$ cat config.mk
export PLATFORM = sky130hd
export DESIGN_NAME = m127_reduce
export DESIGN_NICKNAME = d
export VERILOG_FILES = /design/src/rtl/core/m127_pkg.sv /design/src/rtl/core/m127_reduce.sv
export SDC_FILE = /design/constraint.sdc
export NUM_CORES = 1
export LEC_CHECK = 0
export BUFFER_PORTS_ARGS = -buffer_cell sky130_fd_sc_hd__buf_2
export CAP_MARGIN = 30
export CORE_AREA = 2 2 202 204
export CTS_BUF_LIST = sky130_fd_sc_hd__clkbuf_16
export CTS_CLUSTER_SIZE = 12
export DETAILED_ROUTE_END_ITERATION = 7
export DIE_AREA = 0 0 204 206
export PLACE_DENSITY_LB_ADDON = 0.08
export SLEW_MARGIN = 20
export SYNTH_ARGS = -nofsm -noshare
export SYNTH_HDL_FRONTEND = slang
export SYNTH_SLANG_ARGS = --single-unit
$ cat constraint.sdc
create_clock -name clk -period 15.11 [get_ports clk]
set_clock_uncertainty 0.15 [all_clocks]
set_input_delay 3.022 -clock clk [delete_from_list [all_inputs] [get_ports clk]]
set_output_delay 3.022 -clock clk [all_outputs]
set_load 0.1 [all_outputs]
$ cat src/rtl/core/m127_pkg.sv
// Shared types and constants for the modulo 2^127-1 arithmetic unit.
// No dependencies; used by every module in rtl/core.
package m127_pkg;

  // Field element and intermediate widths
  localparam int unsigned FE_W       = 127;
  localparam int unsigned LIMB_W     = 32;
  localparam int unsigned NUM_LIMBS  = 4;
  localparam int unsigned NUM_PP     = NUM_LIMBS * NUM_LIMBS;
  localparam int unsigned NUM_DIAG   = 2 * NUM_LIMBS - 1;
  localparam int unsigned PP_W       = 2 * LIMB_W;
  localparam int unsigned DIAG_W     = PP_W + 2;
  localparam int unsigned PROD_W     = 2 * PP_W * 2;
  localparam int unsigned NUM_STAGES = 6;

  typedef logic [FE_W-1:0]   fe_t;
  typedef logic [FE_W:0]     sum_t;
  typedef logic [LIMB_W-1:0] limb_t;
  typedef logic [PP_W-1:0]   pp_t;
  typedef logic [DIAG_W-1:0] diag_t;
  typedef logic [PROD_W-1:0] prod_t;

  // The modulus, all ones over 127 bits
  localparam fe_t P_VALUE = '1;

  // Operation codes
  typedef enum logic [1:0] {
    FUNC_ADD = 2'd0,
    FUNC_SUB = 2'd1,
    FUNC_MUL = 2'd2
  } func_t;

  // Per-stage load enables, driven by the top-level flow control
  typedef struct packed {
    logic s6;
    logic s5;
    logic s4;
    logic s3;
    logic s2;
    logic s1;
  } adv_t;

endpackage

$ cat src/rtl/core/m127_reduce.sv
// Stages 5-6: fold bits at 127 and above back in, then final reduction to 0..p-1.
// Depends on m127_pkg; fed by m127_colsum.
module m127_reduce (
  input  logic                 clk,
  input  m127_pkg::adv_t       adv,
  input  logic [1:0]           func,
  input  m127_pkg::prod_t      prod,
  input  m127_pkg::sum_t       sum_in,
  output m127_pkg::fe_t        res_r
);

  m127_pkg::sum_t s_mul;
  m127_pkg::sum_t s_nxt, s_r;
  m127_pkg::sum_t r_fold;
  m127_pkg::fe_t  res_nxt;

  // Stage 5: product fold (2^127 = 1 mod p) and operation select
  always_comb begin
    s_mul = {1'b0, prod[126:0]} + {1'b0, prod[253:127]};
    unique case (func)
      m127_pkg::FUNC_ADD,
      m127_pkg::FUNC_SUB: s_nxt = sum_in;
      m127_pkg::FUNC_MUL: s_nxt = s_mul;
      default:            s_nxt = '0;
    endcase
  end

  // Stage 6: fold bit 127; only 2^127 itself carries again and maps to 1
  always_comb begin
    r_fold = {1'b0, s_r[126:0]} + {{m127_pkg::FE_W{1'b0}}, s_r[127]};
    if (r_fold[127]) begin
      res_nxt = m127_pkg::fe_t'(1);
    end else if (r_fold[126:0] == m127_pkg::P_VALUE) begin
      res_nxt = '0;
    end else begin
      res_nxt = r_fold[126:0];
    end
  end

  always_ff @(posedge clk) begin
    if (adv.s5) begin
      s_r <= s_nxt;
    end
    if (adv.s6) begin
      res_r <= res_nxt;
    end
  end

endmodule

* Yosys cells after proc, flatten, opt, wreduce, memory -nomap -nowiden
Index checks and enable logic that the tools add are counted.
Cells by class: mux-type cells 2, reduce and logical (&&, ||, !) cells 3, equal/unequal tests 3, add/subtract/negate cells 2
Operators by type and width (count):
- $pmux 128 s2 | 1
- $add 127x1->128 | 1
- $add 127x127->128 | 1
- $eq 127x127->1 const B | 1
- $reduce_or 2->1 | 2
- $eq 2x1->1 const B | 1
- $eq 2x2->1 const B | 1
- $logic_not 2->1 | 1
- $mux 1 | 1
Storage, ports and cells: output and inout bits 127, register bits after elaboration 255, input bits 393

* Depth between registers and ports, before layout
depth in word-level cells 3, mapped depth 17, depth with buffers taken out 13

* Least setup slack after synthesis
Ideal clock, no wire load.
path kind input -> register, start input prod[47], end register s_r[125], data pin, setup slack 8.265 ns, buffers on the path 1, data arrival time 6.434 ns, required time 14.699 ns, stages on the path 12, cells stage by stage ha_1 buf_2 nand4_2 or4_4 or4_4 or4_1 o2111ai_1 nand3_2 o311ai_4 a21boi_2 o311a_1 a221o_1
On the way: word-level cells in the longest chain between the ends 2
Ends and longest elaborated chain:
- start, declared | line m127_reduce.sv:7 | input m127_pkg::prod_t prod,
- $add 127x127->128 | line m127_reduce.sv:19 | s_mul = {1'b0, prod[126:0]} + {1'b0, prod[253:127]};
- $pmux 128 s2 | line m127_reduce.sv:20 | unique case (func)
- named net s_nxt[125] | line m127_reduce.sv:13 | m127_pkg::sum_t s_nxt, s_r;
- end signal, assigned | line m127_reduce.sv:42 | s_r <= s_nxt;
- end, declared | line m127_reduce.sv:13
The timed path passes the listed nets, and every way through them passes these cells. A chain may end at the register's enable or synchronous reset.

* Worst setup path in the final report
start input prod[0], end register s_r[116], data pin
Same word-level chain as after synthesis.

==> impl_metrics.yaml <==
routing:
  totalWireLength_um: 81730
  wl_met3_um: 8689
  avgRoutedWirePerCell_um: 24.28
  firstDrtPassIters: 7
  wl_met2_um: 34380
  vias: 21750
  antenna_left: 0
  dr.first_iter.drc_count: 2622
  drc: 0
  wl_met1_um: 35130
  vias_per_cell: 6.463
  top_layer: "met4"
critical_path:
  critPathLaunch: "prod[0]"
  path_class: "input port to flop"
  cp.required_ns: 15.27
  worst-path-max-fanout: 5
  worst_ep_arrival_time_ns: 7.46
  r2r_start: "s_r[127]"
  r2r_cells: 14
  r2r_setup_slack_ns: 8.85
  critPathLaunchType: "input port"
  critPathCaptureType: "flop"
  r2r_end: "res_r[38]"
final_layout:
  final_common_cell: "buf_2"
  syn2layout_area_growth_pct: 17.31
  postLayoutCellArea_um2: 24740
  final_nets: 3327
  final_cell_mix: "buf_2 (511), nor2_1 (273), edfxtp_1 (255), nand2_1 (192), a21oi_1 (184)"
  fillers: 3504
  drive_above_1_share_pct: 20.89
  fin_cells: 3366
  final_util_pct: 61.56
clock_network:
  numCtsBuffers: 26
  cts_root_buf: "clkbuf_16"
  postCtsHoldBufs: 0
  cts_tree: "yes"
  clockBufferDepth: 3
  postCtsSetupBuffers: 0
  clk_latency_ns: 0.55
  clkTransAtPathRegs_ns: 0.06
  htree_num_levels: 1
  cts_resized: 0
  cts.sink_count: 255
run:
  maxCapViolCount: 0
sta:
  setup-violations-final: 0
  rsz0062_at_grt: "no"
  tns_ns: 0
  fmax_mhz: 136.9
  maxSlewViolCount: 0
  worst_slew_pin_slew_ns: 0.9501
  fin_crit_ns: 7.307
  slew_headroom_pct: 36.66
  timing.final.crit_share_pct: 48.36
  hold_viol: 0
floorplanning:
  die_area_um2: 42020
  core_um2: 40180
  dieWidth_um: 204
  start_util_pct: 52.48
  ios: 520
  rows: 74
  die-height_um: 206
place:
  dp.cells: 3307
  placed_cell_area_um2: 23940
  gp_congestion: 1.069
  dpl.hpwl_um: 67380
  io_buffers: 513
synthesis:
  post_synth_inst_count: 2366
  synth_edf_count: 255
  synth_top_area_cell: "edfxtp_1"
  yosysTopAreaCellShare_pct: 36.31
  ys_seq_area_share_pct: 36.31
  async_reset_ff_share_pct: 0
  synthFlopType: "edfxtp_1"
  ys_top_cells_by_area: "edfxtp_1 (36%), ha_1 (7.7%), xnor2_1 (5.5%)"
  yosys_warnings: 0
  syn_area_per_cell_um2: 8.913
  ys_types: 82
  ys_ff_latch: 255
  synth.cell_area_um2: 21090
  synth_nets: 2889
grt:
  grt_pass1_vias: 19920
  grt_pass1_wl_um: 120200
  grt_max_degree: 103
  antenna_found_initial: 24
  grt-ovfl-total: 0
  grt_usage_pct: 37.63
hold_path:
  min_path_type: "flop to flop"
  min_from: "s_r[118]"
  hold_path_depth: 2
  min_to: "res_r[118]"
run_status:
  status: "completed"
power:
  p_leak_nw: 9.750
  powerDensity_nw_per_um2: 96.22
  vdd_drop_max_v: 0.00006279
## power by group
group / total [W] / internal (W) / leakage (nW) / switching [W]
Combinational: 0.000868 / 0.000261 / 6.92 / 0.000607
Clock: 0.000573 / 0.000315 / 0.349 / 0.000258
Sequential: 0.000940 / 0.000868 / 2.48 / 0.0000718
Total: 0.00238 / 0.00144 / 9.75 / 0.000937
## cells in the mapped netlist (4+ instances only)
master / instances
nor2_1: 274
edfxtp_1: 255
nand2_1: 192
a21oi_1: 184
xnor2_1: 132
ha_1: 129
nand4_1: 119
o21ai_0: 116
a22o_1: 106
xor2_1: 103
nand3_1: 90
clkbuf_1: 85
nor3_1: 63
a21o_1: 54
nor4_1: 50
inv_1: 42
and3_1: 38
o21bai_1: 36
or3_1: 22
and4_1: 21
buf_2: 20
or4_1: 18
a211oi_1: 14
a31oi_1: 13
and2_1: 13
nor2b_1: 13
o211ai_1: 11
o21a_1: 10
o31ai_1: 10
a21boi_0: 9
a32o_1: 8
a221o_1: 7
buf_4: 6
nand2b_1: 6
o2bb2ai_1: 6
a221oi_1: 5
nor3b_1: 5
a22oi_1: 4
nand4b_1: 4
o2111ai_1: 4
o221ai_1: 4
o41ai_1: 4
or2_2: 4
## how the worst max path moves through the flow
stage | end | slack, ns | cells after the start
final | s_r[116] | 7.80 | 14
after global routing | s_r[116] | 7.61 | 14
after CTS | s_r[116] | 7.91 | 14
after detailed placement | s_r[116] | 7.36 | 14
after global placement | s_r[116] | 7.31 | 14
after floorplan | s_r[125] | 8.27 | 12
## cell families after synthesis
group	count (synthesis)	share of synthesized area, %
adders and majority gates	130	7.748
buffers and inverters	154	2.972
xor gates and xnor gates	235	9.760
muxes	1	0.04747
and+or+nand+nor	957	22.94
AOI/OAI and AO/OA	634	20.23
DFF	255	36.31
## cell type report
type	instances	area, um^2	share of cell area [%]
Multi-Input combinational cell	1957	12820	51.82
Sequential cell	255	7657	30.95
Timing Repair Buffer	522	2664	10.77
Clock buffer	27	675.6	2.731
Tap cell	532	665.6	2.691
Inverter	42	160.2	0.6474
Antenna cell	24	60.06	0.2428
Clock inverter	7	36.28	0.1467
## worst max-delay path, stage by stage
cell	delay, ns
buf_2	0.10
ha_1	0.23
fa_1	0.42
a21o_1	0.19
a221oi_1	0.50
o21ai_1	0.23
o21a_1	0.31
o2111ai_1	0.52
a2111oi_0	0.25
a211oi_1	0.72
o31ai_1	0.28
a31oi_1	0.39
xnor2_1	0.11
a22o_1	0.20
## per-stage QoR
| stage | worst slack, ns | power, W | hold slack (ns) |
|---|---|---|---|
| 3_3_place_gp | 7.311 | 0.001785 | 0.4666 |
| 4_1_cts | 7.905 | 0.002358 | 0.5212 |
| 6_report | 7.803 | 0.002380 | 0.5200 |
| 5_1_grt | 7.612 | 0.002468 | 0.5810 |
| 3_5_place_dp | 7.355 | 0.001792 | 0.5040 |
| 2_1_floorplan | 8.265 | 0.001520 | 0.4328 |
## state kept, by name, summed over array words and instances, names as in the netlist
register	flops
res_r	127
s_r	128
## per-layer routing
metal  up-vias  track usage (%)
li1       9897                -
met1     10170            56.28
met2      1495            54.85
met3       195            4.793
met4         0            15.37
met5         -                0
(Power assumes the default switching activity.)
