**config.mk**
```make
export PLATFORM = sky130hd
export DESIGN_NAME = m127_colsum
export DESIGN_NICKNAME = d
export VERILOG_FILES = /design/src/rtl/core/m127_pkg.sv /design/src/rtl/core/m127_colsum.sv
export SDC_FILE = /design/constraint.sdc
export NUM_CORES = 2
export LEC_CHECK = 0
export CORE_AREA = 2 2 599 601
export CTS_CLUSTER_SIZE = 30
export DETAILED_ROUTE_END_ITERATION = 8
export DIE_AREA = 0 0 601 603
export DONT_BUFFER_PORTS = 1
export PLACE_DENSITY = 0.44
export SETUP_SLACK_MARGIN = 0.05
export SYNTH_ARGS = -nofsm -noshare
export SYNTH_HDL_FRONTEND = slang
export SYNTH_SLANG_ARGS = --single-unit
```
**constraint.sdc**
```tcl
create_clock -name clk -period 6.79 [get_ports clk]
set_input_delay 0.3395 -clock clk [delete_from_list [all_inputs] [get_ports clk]]
set_output_delay 0.3395 -clock clk [all_outputs]
set_load 0.01 [all_outputs]
```
**src/rtl/core/m127_pkg.sv**
```systemverilog
// Shared types and constants for the modulo 2^127-1 arithmetic unit.
// No dependencies; used by every module in rtl/core.
package m127_pkg;

  // Field element and intermediate widths
  localparam int unsigned FE_W       = 127;
  localparam int unsigned LIMB_W     = 32;
  localparam int unsigned NUM_LIMBS  = 4;
  localparam int unsigned NUM_PP     = NUM_LIMBS * NUM_LIMBS;
  localparam int unsigned NUM_DIAG   = 2 * NUM_LIMBS - 1;
  localparam int unsigned PP_W       = 2 * LIMB_W;
  localparam int unsigned DIAG_W     = PP_W + 2;
  localparam int unsigned PROD_W     = 2 * PP_W * 2;
  localparam int unsigned NUM_STAGES = 6;

  typedef logic [FE_W-1:0]   fe_t;
  typedef logic [FE_W:0]     sum_t;
  typedef logic [LIMB_W-1:0] limb_t;
  typedef logic [PP_W-1:0]   pp_t;
  typedef logic [DIAG_W-1:0] diag_t;
  typedef logic [PROD_W-1:0] prod_t;

  // The modulus, all ones over 127 bits
  localparam fe_t P_VALUE = '1;

  // Operation codes
  typedef enum logic [1:0] {
    FUNC_ADD = 2'd0,
    FUNC_SUB = 2'd1,
    FUNC_MUL = 2'd2
  } func_t;

  // Per-stage load enables, driven by the top-level flow control
  typedef struct packed {
    logic s6;
    logic s5;
    logic s4;
    logic s3;
    logic s2;
    logic s1;
  } adv_t;

endpackage

```
**src/rtl/core/m127_colsum.sv**
```systemverilog
// Stages 2-4: column sums of the partial products into the 254-bit product.
// Depends on m127_pkg; fed by m127_pp.
module m127_colsum (
  input  logic                 clk,
  input  m127_pkg::adv_t       adv,
  input  logic [1:0]           func,
  input  m127_pkg::pp_t        pp [m127_pkg::NUM_PP],
  input  m127_pkg::sum_t       sum_in,
  output logic [1:0]           func_r,
  output m127_pkg::prod_t      prod_r,
  output m127_pkg::sum_t       sum_r
);

  m127_pkg::diag_t diag_nxt [m127_pkg::NUM_DIAG];
  m127_pkg::diag_t diag_r   [m127_pkg::NUM_DIAG];
  logic [1:0]      func2_r, func3_r;
  m127_pkg::sum_t  sum2_r, sum3_r;
  m127_pkg::prod_t e_lo, e_cy, o_lo, o_cy;
  m127_pkg::prod_t e_nxt, o_nxt, e_r, o_r;
  m127_pkg::prod_t prod_nxt;

  // Stage 2: sum the products of equal weight (diagonal k = i + j)
  always_comb begin
    for (int k = 0; k < m127_pkg::NUM_DIAG; k++) begin
      diag_nxt[k] = '0;
      for (int i = 0; i < m127_pkg::NUM_LIMBS; i++) begin
        if ((k - i >= 0) && (k - i < m127_pkg::NUM_LIMBS)) begin
          diag_nxt[k] = diag_nxt[k] + {2'b00, pp[i*m127_pkg::NUM_LIMBS + k - i]};
        end
      end
    end
  end

  // Stage 3: even and odd diagonals each tile the word; add their 2-bit carries
  always_comb begin
    e_lo = {diag_r[6][63:0], diag_r[4][63:0], diag_r[2][63:0], diag_r[0][63:0]};
    o_lo = {32'd0, diag_r[5][63:0], diag_r[3][63:0], diag_r[1][63:0], 32'd0};
    e_cy = '0;
    e_cy[65:64]   = diag_r[0][65:64];
    e_cy[129:128] = diag_r[2][65:64];
    e_cy[193:192] = diag_r[4][65:64];
    o_cy = '0;
    o_cy[97:96]   = diag_r[1][65:64];
    o_cy[161:160] = diag_r[3][65:64];
    o_cy[225:224] = diag_r[5][65:64];
    e_nxt = e_lo + e_cy;
    o_nxt = o_lo + o_cy;
  end

  // Stage 4: full product
  assign prod_nxt = e_r + o_r;

  always_ff @(posedge clk) begin
    if (adv.s2) begin
      diag_r  <= diag_nxt;
      func2_r <= func;
      sum2_r  <= sum_in;
    end
    if (adv.s3) begin
      e_r     <= e_nxt;
      o_r     <= o_nxt;
      func3_r <= func2_r;
      sum3_r  <= sum2_r;
    end
    if (adv.s4) begin
      prod_r  <= prod_nxt;
      func_r  <= func3_r;
      sum_r   <= sum3_r;
    end
  end

endmodule

```
After elaboration in Yosys (flattened, before gate mapping)
Index checks and enable logic that the tools add are counted.

Eq/ne operators: 0. Mux-type cells: 0. $mul: 0. Magnitude comparators: 0. Reduce and logical (&&, ||, !) cells: 0. Shift-type cells: 0. Div/mod/pow operators: 0. Bitwise operators: 0. $add $sub $neg: 12.

Operator list (count): adder 64 x 64 -> 65 bit (5); adder 256 x 194 -> 256 bit (1); adder 256 bit (1); adder 224 x 226 -> 227 bit (1); adder 65 x 64 -> 66 bit (3); adder 66 x 64 -> 66 bit (1).

Latch bits: 0. Flip-flop bits (word level): 1616. Memories kept: 0. RAM bits: 0. Output and inout bits: 386. ROM bits: 0. Bits of input ports: 1161.

Depth between registers and ports, before layout
Word-level depth: 3. Depth in mapped cells: 19.

Worst setup path before layout
Ideal clock, no wire load.

Path kind: in2reg. Start: input port pp[193] (netlist bit). End: register diag_r[263] (netlist bit) (data pin). Arrival time: 4.734 ns. Buffers on the path: 0. Cell stages on the path: 17. Data required time: 6.536 ns. Slack: 1.802 ns. Setup time: 0.254 ns. Cell sequence: fa_1 > fa_1 > ha_1 > fa_1 > a21o_1 > a21oi_1 > o21ai_1 > a221o_1 > o41ai_4 > o31ai_2 > a21bo_1 > a221o_1 > a21boi_4 > o21ai_1 > a21oi_1 > o221ai_1 > a21o_1.

RTL lines: start: declaration (line m127_colsum.sv:7) `input m127_pkg::pp_t pp [m127_pkg::NUM_PP],`; end signal: assignment (line m127_colsum.sv:55) `diag_r <= diag_nxt;`; end: declaration (line m127_colsum.sv:15) `m127_pkg::diag_t diag_r [m127_pkg::NUM_DIAG];`.

Final worst setup path
Start: register e_r[32]. End: register prod_r[252] (data pin).

Longest elaborated chain between the ends: 1.

RTL lines: start: declaration (line m127_colsum.sv:19) `m127_pkg::prod_t e_nxt, o_nxt, e_r, o_r;`; start signal: assignment (line m127_colsum.sv:60) `e_r <= e_nxt;`; adder 256 bit (line m127_colsum.sv:51) `assign prod_nxt = e_r + o_r;`; named net prod_nxt[252] (line m127_colsum.sv:20) `m127_pkg::prod_t prod_nxt;`; end signal: assignment (line m127_colsum.sv:66) `prod_r <= prod_nxt;`; end: declaration (line m127_colsum.sv:10) `output m127_pkg::prod_t prod_r,`.

The timed path passes the listed nets, and every way through them passes these cells. A chain may end at the register's enable or synchronous reset.

==> results by group <==
STA
  – Final WS setup: between 0.4 and 0.5 ns
  – Hold WS: -0.411 ns
  – Slew Limit Headroom: 2.59%
  – Final Max Tran Viols: 0
  – Setup violators final: 0
  – Tcrit/Tclk final: around 93%
  – Setup TNS Final: 0 ns
  – Tmin final: approximately 6.3 ns
  – RSZ-0062 raised after global routing: false
  – Layout Skew: approximately 0.064 ns
  – Slew @ Worst Pin: about 1.4 ns
  – Max Clock Freq: around 160 MHz
  – Hold Vio Cnt, Final: roughly 180

Setup path
  – Critical path class: reg2reg
  – Critical Path RT: roughly 7.4 ns
  – WP buf/inv: 1
  – CP max-delay cell: a2bb2oi_1
  – Critical path launch point type: register
  – Largest stage delay, worst path: approximately 0.70 ns
  – Crit path top cell by count: o221ai_1
  – Cell family with most CP delay: compound AO/OA/AOI/OAI gates
  – Maximum fanout along the worst path: 10
  – CP Cell Sequence: ha_1, fa_1, a211oi_1, o21bai_1, o221ai_1, o41ai_2, o211ai_1, o221ai_1, o21ai_1, buf_4, a2bb2oi_1, o22ai_1, a31o_2, a41oi_4, nor4_1, xnor2_1
  – Crit end category: register
  – Worst endpoint data arrival time: between 6 and 7 ns

Power
  – Leakage: around 40 nW
  – Cell Pwr Density: 345 nW/um^2
  – VDD IR max: roughly 0.22 mV

Clock network
  – Register clock-pin slew on the reported worst setup and hold paths: 0.06 ns
  – H-tree depth: 4
  – CTS tree: done
  – CTS sink count: around 1,600
  – CTS buffer count: between 150 and 200
  – CTS root buffer: clkbuf_16
  – Max Root-Sink Buffers: 4
  – Worst skew pair latency: roughly 0.89 ns

Logic synthesis
  – Yosys warning total: 0
  – Yosys cell types: 87
  – Biggest area consumer among synthesized cells: edfxtp_1
  – Register area share after synthesis: a little over half
  – Syn avg cell area: 11.7 um^2
  – Synthesized area: 89,200 um^2
  – Yosys top cell area share: between 50% and 60%
  – Main synth FF type: edfxtp_1
  – Gate count after technology mapping: ~7,600
  – Synth top area cells: edfxtp_1 52%, ha_1 7.3%, fa_1 5.9%
  – Syn_nets: 9,574
  – EDFF count, synth: approximately 1,600
  – Async SR Flop Fraction: 0%
  – Synthesis-stage register bit count: roughly 1,600

Outcome
  – Failing checks: hold timing, capacitance limit
  – Status: complete, but fails checks

Job
  – Max_cap viols: 1

Route
  – Final ANT Viol Nets: 0
  – # DRC: 0
  – Post-DR vias/cell: between 4 and 5
  – DRT iter0 DRCs: just over 5,000
  – WL per Instance: between 20 and 30 um
  – Drt total wl: around 370 mm
  – Vias: roughly 64,000
  – Pre-antenna DRT Iters: 5

Die
  – Die H: between 600 and 700 um
  – FP Rows: approximately 220
  – CORE AREA: approximately 360,000 um^2
  – # IOs: approximately 1,500
  – Die area: 362,000 um^2
  – Die X: 601 um
  – Starting Density: roughly a quarter

GRT
  – Vias in the first global route: 65,615
  – Remaining global-route overflow: 0
  – Initial antenna violation count: 100
  – GRT Total Usage: between 15 and 20%
  – Largest net degree at the start of global routing: 387
  – First-pass GRT wire length: between 500 and 600 mm

Final layout
  – Final net count: just over 10,000
  – Commonest non-fill, non-tap cell in the layout: edfxtp_1
  – Filler instances: between 30,000 and 40,000
  – Most frequent cells in the layout: 1,552 x edfxtp_1, 654 x a21oi_1, 605 x dlygate4sd3_1
  – Area grow syn2layout: 20.8%
  – Share of layout cells above drive strength 1: under 10%

Place
  – I/O Buffers: 0
  – Hpwl dp: 296 mm
  – RD Place Congestion: roughly 0.95
  – Pre-CTS WS: about 0.65 ns

Hold path
  – Min-Delay Path Class: in2reg
==> flip-flops by register name, summed over array words and instances (netlist names) <==
name,flops
func2_r,2
prod_r,256
sum2_r,128
func3_r,2
e_r,256
sum3_r,128
sum_r,128
diag_r,456
o_r,194
func_r,2
==> Yosys cell counts (13+ instances only) <==
library cell	count
ha_1	521
a221oi_1	18
xnor2_1	503
nand2_1	540
a211oi_1	34
a21boi_0	28
nand2b_1	51
or3_1	18
nor4_1	33
nor2b_1	52
a41oi_1	13
and2_1	31
a221o_1	18
fa_1	262
o211ai_1	27
edfxtp_1	1552
and3_1	89
a21o_1	383
o21a_1	64
nor2_1	436
and4_1	42
a31oi_1	55
o21ai_0	352
o21ai_1	13
a21oi_1	654
inv_1	513
or2_2	16
clkbuf_1	176
xor2_1	268
nor3_1	117
o31ai_1	27
nand3_1	211
nand4_1	223
o21bai_1	107
==> report_power, final <==
part | internal, mW | switching [mW]
Sequential | 13.1 | 2.02
Clock | 6.59 | 4.42
Combinational | 4.15 | 6.90
==> metrics by stage <==
step / hold slack, ns / utilization [%] / power (mW) / cells / instance area (um^2)
6_report: -0.411 / 30.3 / 37.2 / 13239 / 108000
5_1_grt: -0.478 / 30.3 / 39.1 / 13221 / 108000
4_1_cts: -0.479 / 30.2 / 37.6 / 13182 / 107000
3_5_place_dp: 0.405 / 26.6 / 25.8 / 12226 / 94700
3_3_place_gp: 0.401 / 26.6 / 25.8 / 12226 / 94700
2_1_floorplan: 0.400 / - / 21.0 / 7630 / 89200
==> path summary, 6_finish.rpt <==
path | startpoint | depth (start not counted) | endpoint | slack (ns)
worst max register to register | e_r[32]$_DFFE_PP_ | 16 | prod_r[252]$_DFFE_PP_ | 0.49
worst min register to register | e_r[9]$_DFFE_PP_ | 0 | prod_r[9]$_DFFE_PP_ | 0.38
worst max-delay path | e_r[32]$_DFFE_PP_ | 16 | prod_r[252]$_DFFE_PP_ | 0.49
worst min-delay path | adv[3] | 0 | prod_r[40]$_DFFE_PP_ | -0.41
==> layout make-up <==
type,count,area [um^2],area share [%]
diodes,52,130,0.121
clock buffers,209,4890,4.54
clock inverters,141,1770,1.65
inverters,513,1930,1.79
multi-input cells,5371,39900,37.1
flip-flops and latches,1552,46600,43.3
well taps,4751,5940,5.52
repair buffers,650,6510,6.05
==> routing by layer <==
layer  global-route usage (%)  routed length, um  vias up
met5                        0                 55        -
met4                     8.23              17900        8
met3                     3.61              21500      484
met2                     33.7             179000     2259
met1                     23.9             150000    31819
li1                         -                  -    29476
==> what timing repair did <==
action                     in CTS  in global routing
resized for setup               0                  0
setup endpoints to repair       0                  0
hold buffers                  606                  3
hold endpoints to repair     1227                386
setup buffers                   0                  0
==> worst register-to-register path, delay by kind of cell (launching register included) <==
| kind | cells | cell delay (ns) |
|---|---|---|
| AO/OA/AOI/OAI | 11 | 4.44 |
| XOR/XNOR | 1 | 0.17 |
| adder cells (fa/ha/maj) | 2 | 0.70 |
| flip-flops | 1 | 0.37 |
| AND/OR/NAND/NOR | 1 | 0.15 |
| buffers and inverters | 1 | 0.22 |
==> logic make-up (layout without fill, tap and decap cells) <==
kind of cell             after synthesis  after routing  share of synthesized area [%]
other                                  0             52                              0
AO/OA/AOI/OAI                       1914           1914                           13.6
buffers and inverters                707           1513                           3.00
XOR/XNOR                             771            771                           7.57
flip-flops                          1552           1552                           52.3
adder cells (fa/ha/maj)              783            783                           13.2
multiplexers                           1              1                         0.0112
AND/OR/NAND/NOR                     1902           1902                           10.4
Note: power is estimated with default switching activity, not from simulation.
